### src/hdl/bpad_pkg.sv
// shared types and constants for the bolus peak and arrival detector
package bpad_pkg;

  localparam int SIG_BITS        = 24;
  localparam int THR_BITS        = 25;
  localparam int IDX_OUT_BITS    = 8;
  localparam int MAX_FRAMES_DEF  = 256;
  localparam int QUEUE_DEPTH     = 2;

  typedef struct packed {
    logic [SIG_BITS-1:0] mean_signal;
    logic                last_frame;
  } item_t;

  typedef struct packed {
    logic [IDX_OUT_BITS-1:0] peak_index;
    logic [SIG_BITS-1:0]     peak_value;
    logic                    arrival_found;
    logic [IDX_OUT_BITS-1:0] arrival_index;
    logic [SIG_BITS-1:0]     arrival_value;
    logic [SIG_BITS-1:0]     uptake_slope;
    logic                    too_many_frames;
  } result_t;

  typedef struct packed {
    logic [IDX_OUT_BITS-1:0] peak_index;
    logic [SIG_BITS-1:0]     peak_value;
    logic                    arrival_found;
    logic [IDX_OUT_BITS-1:0] arrival_index;
    logic [SIG_BITS-1:0]     arrival_value;
    logic                    too_many_frames;
    logic [SIG_BITS-1:0]     dividend;
  } job_t;

endpackage

### src/hdl/bpad_front.sv
// frame tracker: peak and arrival search, emits one job per sequence
module bpad_front #(
  parameter int MAX_FRAMES = bpad_pkg::MAX_FRAMES_DEF,
  parameter int IDX_W      = $clog2(MAX_FRAMES)
) (
  input  logic                          clk,
  input  logic                          rst_n,
  input  logic                          in_valid,
  output logic                          in_stall,
  input  bpad_pkg::item_t               in_data,
  input  logic signed [bpad_pkg::THR_BITS-1:0] threshold,
  input  logic                          q_full,
  output logic                          q_push,
  output bpad_pkg::job_t                q_job,
  output logic [IDX_W-1:0]              q_divisor
);
  import bpad_pkg::*;

  localparam int CNT_W = $clog2(MAX_FRAMES + 1);

  logic [SIG_BITS-1:0] prev_r, prev_nxt, upd_prev;
  logic [CNT_W-1:0]    cnt_r, cnt_nxt, upd_cnt;
  logic [SIG_BITS-1:0] best_sig_r, best_sig_nxt, upd_best_sig;
  logic [IDX_W-1:0]    best_idx_r, best_idx_nxt, upd_best_idx;
  logic                cross_r, cross_nxt, upd_cross;
  logic [IDX_W-1:0]    cross_idx_r, cross_idx_nxt, upd_cross_idx;
  logic [SIG_BITS-1:0] cross_sig_r, cross_sig_nxt, upd_cross_sig;
  logic                ovf_r, ovf_nxt, upd_ovf;

  logic                accept;
  logic                full;
  logic [IDX_W-1:0]    idx;
  logic signed [SIG_BITS+1:0] rise;
  logic signed [SIG_BITS+1:0] thr_ext;
  logic                found;
  logic [IDX_W+IDX_OUT_BITS-1:0] peak_ext, arr_ext;

  assign in_stall = q_full;
  assign accept   = in_valid && !in_stall;
  assign full     = (cnt_r == CNT_W'(MAX_FRAMES));
  assign idx      = cnt_r[IDX_W-1:0];
  assign rise     = $signed({2'b00, in_data.mean_signal}) - $signed({2'b00, prev_r});
  assign thr_ext  = {threshold[THR_BITS-1], threshold};

  always_comb begin
    upd_prev      = prev_r;
    upd_cnt       = cnt_r;
    upd_best_sig  = best_sig_r;
    upd_best_idx  = best_idx_r;
    upd_cross     = cross_r;
    upd_cross_idx = cross_idx_r;
    upd_cross_sig = cross_sig_r;
    upd_ovf       = ovf_r;
    if (full) begin
      upd_ovf = 1'b1;
    end else begin
      if ((cnt_r != '0) && !cross_r && (rise > thr_ext)) begin
        upd_cross     = 1'b1;
        upd_cross_idx = idx - IDX_W'(1);
        upd_cross_sig = prev_r;
      end
      if ((cnt_r == '0) || (in_data.mean_signal > best_sig_r)) begin
        upd_best_sig = in_data.mean_signal;
        upd_best_idx = idx;
      end
      upd_prev = in_data.mean_signal;
      upd_cnt  = cnt_r + CNT_W'(1);
    end
  end

  assign found    = upd_cross && (upd_cross_idx < upd_best_idx);
  assign peak_ext = {{IDX_OUT_BITS{1'b0}}, upd_best_idx};
  assign arr_ext  = {{IDX_OUT_BITS{1'b0}}, upd_cross_idx};

  always_comb begin
    q_push                = accept && in_data.last_frame;
    q_job.peak_index      = peak_ext[IDX_OUT_BITS-1:0];
    q_job.peak_value      = upd_best_sig;
    q_job.arrival_found   = found;
    q_job.arrival_index   = found ? arr_ext[IDX_OUT_BITS-1:0] : '0;
    q_job.arrival_value   = found ? upd_cross_sig : '0;
    q_job.too_many_frames = upd_ovf;
    q_job.dividend        = found ? (upd_best_sig - upd_cross_sig) : '0;
    q_divisor             = found ? (upd_best_idx - upd_cross_idx) : IDX_W'(1);
  end

  always_comb begin
    prev_nxt      = prev_r;
    cnt_nxt       = cnt_r;
    best_sig_nxt  = best_sig_r;
    best_idx_nxt  = best_idx_r;
    cross_nxt     = cross_r;
    cross_idx_nxt = cross_idx_r;
    cross_sig_nxt = cross_sig_r;
    ovf_nxt       = ovf_r;
    if (accept && in_data.last_frame) begin
      prev_nxt      = '0;
      cnt_nxt       = '0;
      best_sig_nxt  = '0;
      best_idx_nxt  = '0;
      cross_nxt     = 1'b0;
      cross_idx_nxt = '0;
      cross_sig_nxt = '0;
      ovf_nxt       = 1'b0;
    end else if (accept) begin
      prev_nxt      = upd_prev;
      cnt_nxt       = upd_cnt;
      best_sig_nxt  = upd_best_sig;
      best_idx_nxt  = upd_best_idx;
      cross_nxt     = upd_cross;
      cross_idx_nxt = upd_cross_idx;
      cross_sig_nxt = upd_cross_sig;
      ovf_nxt       = upd_ovf;
    end
  end

  always_ff @(posedge clk) begin
    if (!rst_n) begin
      prev_r      <= '0;
      cnt_r       <= '0;
      best_sig_r  <= '0;
      best_idx_r  <= '0;
      cross_r     <= 1'b0;
      cross_idx_r <= '0;
      cross_sig_r <= '0;
      ovf_r       <= 1'b0;
    end else begin
      prev_r      <= prev_nxt;
      cnt_r       <= cnt_nxt;
      best_sig_r  <= best_sig_nxt;
      best_idx_r  <= best_idx_nxt;
      cross_r     <= cross_nxt;
      cross_idx_r <= cross_idx_nxt;
      cross_sig_r <= cross_sig_nxt;
      ovf_r       <= ovf_nxt;
    end
  end

endmodule

### src/hdl/bpad_queue.sv
// short job queue between tracker and divider
module bpad_queue #(
  parameter int W = 8
) (
  input  logic         clk,
  input  logic         rst_n,
  input  logic         push,
  input  logic [W-1:0] wdata,
  output logic         full,
  input  logic         pop,
  output logic [W-1:0] rdata,
  output logic         empty
);
  import bpad_pkg::*;

  localparam int PTR_W = $clog2(QUEUE_DEPTH);
  localparam int CNT_W = $clog2(QUEUE_DEPTH + 1);

  logic [W-1:0]     mem_r [QUEUE_DEPTH];
  logic [PTR_W-1:0] wptr_r, wptr_nxt, rptr_r, rptr_nxt;
  logic [CNT_W-1:0] cnt_r, cnt_nxt;
  logic             do_push, do_pop;

  assign full    = (cnt_r == CNT_W'(QUEUE_DEPTH));
  assign empty   = (cnt_r == '0);
  assign do_push = push && !full;
  assign do_pop  = pop && !empty;
  assign rdata   = mem_r[rptr_r];

  always_comb begin
    wptr_nxt = wptr_r;
    rptr_nxt = rptr_r;
    cnt_nxt  = cnt_r;
    if (do_push) begin
      wptr_nxt = (wptr_r == PTR_W'(QUEUE_DEPTH - 1)) ? '0 : wptr_r + PTR_W'(1);
    end
    if (do_pop) begin
      rptr_nxt = (rptr_r == PTR_W'(QUEUE_DEPTH - 1)) ? '0 : rptr_r + PTR_W'(1);
    end
    if (do_push && !do_pop) begin
      cnt_nxt = cnt_r + CNT_W'(1);
    end else if (do_pop && !do_push) begin
      cnt_nxt = cnt_r - CNT_W'(1);
    end
  end

  always_ff @(posedge clk) begin
    if (do_push) begin
      mem_r[wptr_r] <= wdata;
    end
  end

  always_ff @(posedge clk) begin
    if (!rst_n) begin
      wptr_r <= '0;
      rptr_r <= '0;
      cnt_r  <= '0;
    end else begin
      wptr_r <= wptr_nxt;
      rptr_r <= rptr_nxt;
      cnt_r  <= cnt_nxt;
    end
  end

endmodule

### src/hdl/bpad_back.sv
// slope divider and output register
module bpad_back #(
  parameter int IDX_W = 8
) (
  input  logic               clk,
  input  logic               rst_n,
  input  logic               q_empty,
  output logic               q_pop,
  input  bpad_pkg::job_t     q_job,
  input  logic [IDX_W-1:0]   q_divisor,
  output logic               out_valid,
  input  logic               out_stall,
  output bpad_pkg::result_t  out_data
);
  import bpad_pkg::*;

  localparam int STEP_W = $clog2(SIG_BITS + 1);

  logic                busy_r, busy_nxt;
  logic [STEP_W-1:0]   step_r, step_nxt;
  job_t                job_r, job_nxt;
  logic [IDX_W-1:0]    div_r, div_nxt;
  logic [IDX_W-1:0]    rem_r, rem_nxt;
  logic [SIG_BITS-1:0] quo_r, quo_nxt;
  logic                out_valid_r, out_valid_nxt;
  result_t             out_r, out_nxt;

  logic [IDX_W:0]      trial;
  logic [IDX_W:0]      trial_sub;
  logic                out_free;

  assign trial     = {rem_r, quo_r[SIG_BITS-1]};
  assign trial_sub = trial - {1'b0, div_r};
  assign out_free  = !out_valid_r || !out_stall;
  assign q_pop     = !busy_r && !q_empty;
  assign out_valid = out_valid_r;
  assign out_data  = out_r;

  always_comb begin
    busy_nxt      = busy_r;
    step_nxt      = step_r;
    job_nxt       = job_r;
    div_nxt       = div_r;
    rem_nxt       = rem_r;
    quo_nxt       = quo_r;
    out_nxt       = out_r;
    out_valid_nxt = out_valid_r;
    if (out_valid_r && !out_stall) begin
      out_valid_nxt = 1'b0;
    end
    if (q_pop) begin
      busy_nxt = 1'b1;
      step_nxt = STEP_W'(SIG_BITS);
      job_nxt  = q_job;
      div_nxt  = q_divisor;
      rem_nxt  = '0;
      quo_nxt  = q_job.dividend;
    end else if (busy_r && (step_r != '0)) begin
      step_nxt = step_r - STEP_W'(1);
      if (trial >= {1'b0, div_r}) begin
        rem_nxt = trial_sub[IDX_W-1:0];
        quo_nxt = {quo_r[SIG_BITS-2:0], 1'b1};
      end else begin
        rem_nxt = trial[IDX_W-1:0];
        quo_nxt = {quo_r[SIG_BITS-2:0], 1'b0};
      end
    end else if (busy_r && out_free) begin
      busy_nxt                = 1'b0;
      out_valid_nxt           = 1'b1;
      out_nxt.peak_index      = job_r.peak_index;
      out_nxt.peak_value      = job_r.peak_value;
      out_nxt.arrival_found   = job_r.arrival_found;
      out_nxt.arrival_index   = job_r.arrival_index;
      out_nxt.arrival_value   = job_r.arrival_value;
      out_nxt.uptake_slope    = job_r.arrival_found ? quo_r : '0;
      out_nxt.too_many_frames = job_r.too_many_frames;
    end
  end

  always_ff @(posedge clk) begin
    job_r <= job_nxt;
    div_r <= div_nxt;
    rem_r <= rem_nxt;
    quo_r <= quo_nxt;
    out_r <= out_nxt;
  end

  always_ff @(posedge clk) begin
    if (!rst_n) begin
      busy_r      <= 1'b0;
      step_r      <= '0;
      out_valid_r <= 1'b0;
    end else begin
      busy_r      <= busy_nxt;
      step_r      <= step_nxt;
      out_valid_r <= out_valid_nxt;
    end
  end

endmodule

### src/hdl/bolus_peak_arrival_detector_core.sv
// top level: frame tracker, job queue and slope divider
// throughput: one frame word per cycle while in_stall is low (it is high while
//   the job queue is full); one result per sequence; the bit-serial slope divider
//   takes a new job from the queue only after it has finished the last one
// reset: synchronous active-low rst_n clears sequence state, queue and
//   threshold (to 0); no clearing pass
module bolus_peak_arrival_detector_core #(
  parameter int MAX_FRAMES = bpad_pkg::MAX_FRAMES_DEF
) (
  input  logic                          clk,
  input  logic                          rst_n,
  input  logic                          in_valid,
  output logic                          in_stall,
  input  bpad_pkg::item_t               in_data,
  output logic                          out_valid,
  input  logic                          out_stall,
  output bpad_pkg::result_t             out_data,
  input  logic                          cfg_valid,
  output logic                          cfg_ready,
  input  logic [bpad_pkg::THR_BITS-1:0] cfg_data
);
  import bpad_pkg::*;

  localparam int IDX_W = $clog2(MAX_FRAMES);
  localparam int QW    = $bits(job_t) + IDX_W;

  logic signed [THR_BITS-1:0] thr_r, thr_nxt;
  logic                       q_full, q_push, q_pop, q_empty;
  job_t                       push_job, pop_job;
  logic [IDX_W-1:0]           push_div, pop_div;
  logic [QW-1:0]              q_rdata;

  assign cfg_ready = 1'b1;
  assign thr_nxt   = (cfg_valid && cfg_ready) ? $signed(cfg_data) : thr_r;

  always_ff @(posedge clk) begin
    if (!rst_n) begin
      thr_r <= '0;
    end else begin
      thr_r <= thr_nxt;
    end
  end

  bpad_front #(
    .MAX_FRAMES (MAX_FRAMES),
    .IDX_W      (IDX_W)
  ) u_front (
    .clk       (clk),
    .rst_n     (rst_n),
    .in_valid  (in_valid),
    .in_stall  (in_stall),
    .in_data   (in_data),
    .threshold (thr_r),
    .q_full    (q_full),
    .q_push    (q_push),
    .q_job     (push_job),
    .q_divisor (push_div)
  );

  bpad_queue #(
    .W (QW)
  ) u_queue (
    .clk   (clk),
    .rst_n (rst_n),
    .push  (q_push),
    .wdata ({push_job, push_div}),
    .full  (q_full),
    .pop   (q_pop),
    .rdata (q_rdata),
    .empty (q_empty)
  );

  assign pop_job = q_rdata[QW-1:IDX_W];
  assign pop_div = q_rdata[IDX_W-1:0];

  bpad_back #(
    .IDX_W (IDX_W)
  ) u_back (
    .clk       (clk),
    .rst_n     (rst_n),
    .q_empty   (q_empty),
    .q_pop     (q_pop),
    .q_job     (pop_job),
    .q_divisor (pop_div),
    .out_valid (out_valid),
    .out_stall (out_stall),
    .out_data  (out_data)
  );

endmodule

### config.mk
export PLATFORM = sky130hd
export DESIGN_NAME = bolus_peak_arrival_detector_core
export DESIGN_NICKNAME = d
export VERILOG_FILES = /design/src/hdl/bpad_pkg.sv /design/src/hdl/bpad_front.sv /design/src/hdl/bpad_queue.sv /design/src/hdl/bpad_back.sv /design/src/hdl/bolus_peak_arrival_detector_core.sv
export SDC_FILE = /design/constraint.sdc
export NUM_CORES = 1
export LEC_CHECK = 0
export BUFFER_PORTS_ARGS = -buffer_cell sky130_fd_sc_hd__buf_2
export CAP_MARGIN = 20
export CELL_PAD_IN_SITES_DETAIL_PLACEMENT = 0
export CELL_PAD_IN_SITES_GLOBAL_PLACEMENT = 1
export CORE_AREA = 4 4 267 269
export CTS_CLUSTER_DIAMETER = 150
export DETAILED_ROUTE_END_ITERATION = 8
export DIE_AREA = 0 0 271 273
export GPL_ROUTABILITY_DRIVEN = 0
export PLACE_DENSITY = 0.62
export SYNTH_ARGS = -nofsm -noshare
export SYNTH_HDL_FRONTEND = slang
export SYNTH_SLANG_ARGS = --single-unit
### constraint.sdc
create_clock -name clk -period 15.57 [get_ports clk]
set_clock_uncertainty 0.1 [all_clocks]
set_input_delay 0.7785 -clock clk [delete_from_list [all_inputs] [get_ports clk]]
set_output_delay 0.7785 -clock clk [all_outputs]
set_load 0.1 [all_outputs]
==> run metrics <==
status completed; wire per inst 17.6 um; Tot GR Track Use 14.6%; critical path data arrival time 9.00 ns; Setup crit start kind register; Final TNS setup 0 ns; die height 273 um; unrepaired setup endpoints after global routing false; critical path type reg -> reg; yosys synthesis warning count 0; Clock Latency Late Sink 0.61 ns; overall via count from detail_route 14860; Cell Area, Synth 23900 um2; number of synthesized flops with an enable pin 384; Crit. End Element register; final critical path time including I/O delays and setup 8.75 ns; clk sinks 528; Main synth FF type edfxtp_1; starting density of the core 34.8%; share of post-route cells with drive strength above 1 18.2%; P_leak 10.2 nW; FMAX 0.114 GHz; Critical R2R Capture u_queue.mem_r[0][9]$_DFFE_PP_; Clock power frac 27.2%; top post-synthesis cells by count edfxtp_1, nor2_1, nand2_1; post-synthesis instance total 2000; fraction of registers with async set/reset 0%; IO Port Bufs 146; CP Data Required Time 15.82 ns; Num CTS Buffers 56; Hold Path Depth 0; area grow syn2layout 15.8%; Root Buffer clkbuf_16; fin cells 3124; Syn Area/Cell 11.9 um2; GRT overflow 0; Final Util 40.3%; Placeable Area 68600 um2; htree depth 2; placed cells 3017; worst reg2reg path startpoint u_front.prev_r[0]$_SDFFE_PP0P_; initial antenna violation count 3; Seq pwr share 38.7%; number of cells on the worst reg-to-reg path 37; cell taking the most area after synthesis edfxtp_1; Remaining DRCs 0; Hold Vio Cnt, Final 0; Netlist cell types 87; NetSw 1.98 mW; register bit total from synthesis 528; worst hold endpoint u_back.out_data[72]$_DFFE_PP_; Mapped Nets 2167; slew at the pin with the worst max-slew slack 1.12 ns; Final Setup Violations 0; Worst Min Path Start u_back.job_r[72]$_DFFE_PP_; Peak VDD IR 0.000107 V; P_int 3.29 mW; most frequent cell after synthesis edfxtp_1; CP most frequent cell a21oi_1; Worst-path clk slew 0.06 ns; post-CTS sizing 0; FP Rows 96; final-stage net count 2312; Horiz. Die Dim 271 um; # hold bufs at CTS 0; Crit path largest cell delay 0.51 ns; CP max-delay cell buf_4; antenna violation net count after detailed routing 0; initial drt markers 950; sequential area share after synthesis 60.4%; largest cells by area after synthesis edfxtp_1, dfxtp_1, ha_1; Hold/Removal Path Class reg -> reg; first-pass GRT wire length 85200 um; vias per cell 4.76; reg2reg setup slack 6.82 ns; largest buffer count on any clock path 3; Relative slew margins 25.6%; final HPWL from detailed placement 39200 um; 1st-pass router iterations 5; CTS tree yes; Max FO, Critical Path 59; final worst path period share 56.2%; Logic pwr share 34.1%; final wirelength 55100 um; vias in the first global route 14422; Sw Share 37.6%; max-capacitance violation count 0; io pins 148; pin count of the biggest net entering global routing 100; Final Slew Violations 0; die area 74000 um2; Pwr per Cell Area 191 nW/um2; area share of the largest cell type after synthesis 48.3%; post-CTS setup buffer count 0
==> sequential cells by signal, summed over array words and instances (netlist names), 5 cells and up, named ones only <==
| signal | count |
|---|---|
| u_queue.mem_r | 196 |
| u_back.out_data | 90 |
| u_back.job_r | 66 |
| thr_r | 25 |
| u_back.quo_r | 24 |
| u_front.best_sig_r | 24 |
| u_front.cross_sig_r | 24 |
| u_front.prev_r | 24 |
| u_front.cnt_r | 9 |
| u_back.div_r | 8 |
| u_back.rem_r | 8 |
| u_front.best_idx_r | 8 |
| u_front.cross_idx_r | 8 |
| u_back.step_r | 5 |
==> layout make-up <==
cell class              instances  area (um2)
fillers                      6530       41000
flip-flops and latches        528       14400
multi-input cells            1266        8670
clock buffers                  66        1470
well taps                     931        1160
repair buffers                168         916
clock inverters                39         520
inverters                     125         469
diodes                          1        2.50
==> critical path: cells and delay by family, from the launching register on <==
family / cells / cell delay (ns)
xor+xnor: 1 / 0.17
compound gates: 21 / 3.86
buf+inv: 4 / 1.15
simple gates: 6 / 1.31
fa+ha+maj: 5 / 1.49
flops: 1 / 0.36
==> power groups by stage <==
stage / logic [mW] / clock network (mW) / registers [mW]
3_3_place_gp: 1.79 / 0 / 2.07
2_1_floorplan: 0.961 / 0 / 2.51
6_report: 1.80 / 1.43 / 2.04
5_1_grt: 1.96 / 1.54 / 2.08
3_5_place_dp: 1.81 / 0 / 2.08
4_1_cts: 1.82 / 1.48 / 2.05
==> per-stage QoR <==
| step | area [um2] | hold slack [ns] | power [mW] | worst slack, ns |
|---|---|---|---|---|
| finish | 27600 | 0.310 | 5.27 | 6.82 |
| global route | 27600 | 0.306 | 5.57 | 6.04 |
| CTS | 27600 | 0.287 | 5.34 | 6.85 |
| detailed placement | 25600 | 0.305 | 3.89 | 6.28 |
| global placement | 25600 | 0.305 | 3.86 | 6.49 |
| floorplan | 23900 | 0.300 | 3.47 | 7.28 |
==> how the worst max path moves through the flow <==
stage	end	start	slack, ns
CTS	u_queue.mem_r[0][9]$_DFFE_PP_	u_front.prev_r[0]$_SDFFE_PP0P_	6.85
detailed placement	u_queue.mem_r[1][9]$_DFFE_PP_	in_data[1]	6.28
global route	u_queue.mem_r[1][9]$_DFFE_PP_	u_front.prev_r[0]$_SDFFE_PP0P_	6.04
finish	u_queue.mem_r[0][9]$_DFFE_PP_	u_front.prev_r[0]$_SDFFE_PP0P_	6.82
global placement	u_queue.mem_r[0][9]$_DFFE_PP_	in_data[1]	6.49
floorplan	u_queue.mem_r[0][59]$_DFFE_PP_	in_data[1]	7.28
==> layer usage <==
| layer | up-vias | wire, um | track usage (%) |
|---|---|---|---|
| li1 | 7475 | - | - |
| met1 | 7034 | 27700 | 21.9 |
| met2 | 281 | 23800 | 21.9 |
| met3 | 68 | 2520 | 2.58 |
| met4 | 2 | 1070 | 3.47 |
| met5 | - | 13 | 0 |
==> cells by family after synthesis <==
logic type                 Yosys count  synth area share, %
and+or+nand+nor                    562                 11.1
DFF                                528                 60.4
AOI/OAI and AO/OA                  381                 9.98
buffers and inverters              206                 3.41
muxes                              143                 6.55
adders and majority gates          115                 6.14
xor gates and xnor gates            64                 2.41
other                                1               0.0157
==> cell usage in the layout, fill, tap and decap left out, drive strengths merged, types with 3 or more instances in the layout <==
cell	instances
xnor2	45
nand3	22
nor4	7
clkbuf	66
inv	128
mux2	86
o21a	11
buf	168
a21boi	16
edfxtp	384
and2	36
o21ai	87
ha	108
clkinv	16
nand2	162
nor2b	33
a21oi	144
nand2b	11
a21o	27
fa	4
nand4	19
a31oi	14
maj3	3
dfxtp	144
nor3b	4
o211ai	6
or2	4
nor3	24
or3	7
o31ai	3
o22ai	3
bufinv	11
clkinvlp	9
nor2	215
and3	7
a211oi	51
mux2i	57
xor2	19
and4	3
Note: power is estimated with default switching activity, not from simulation.
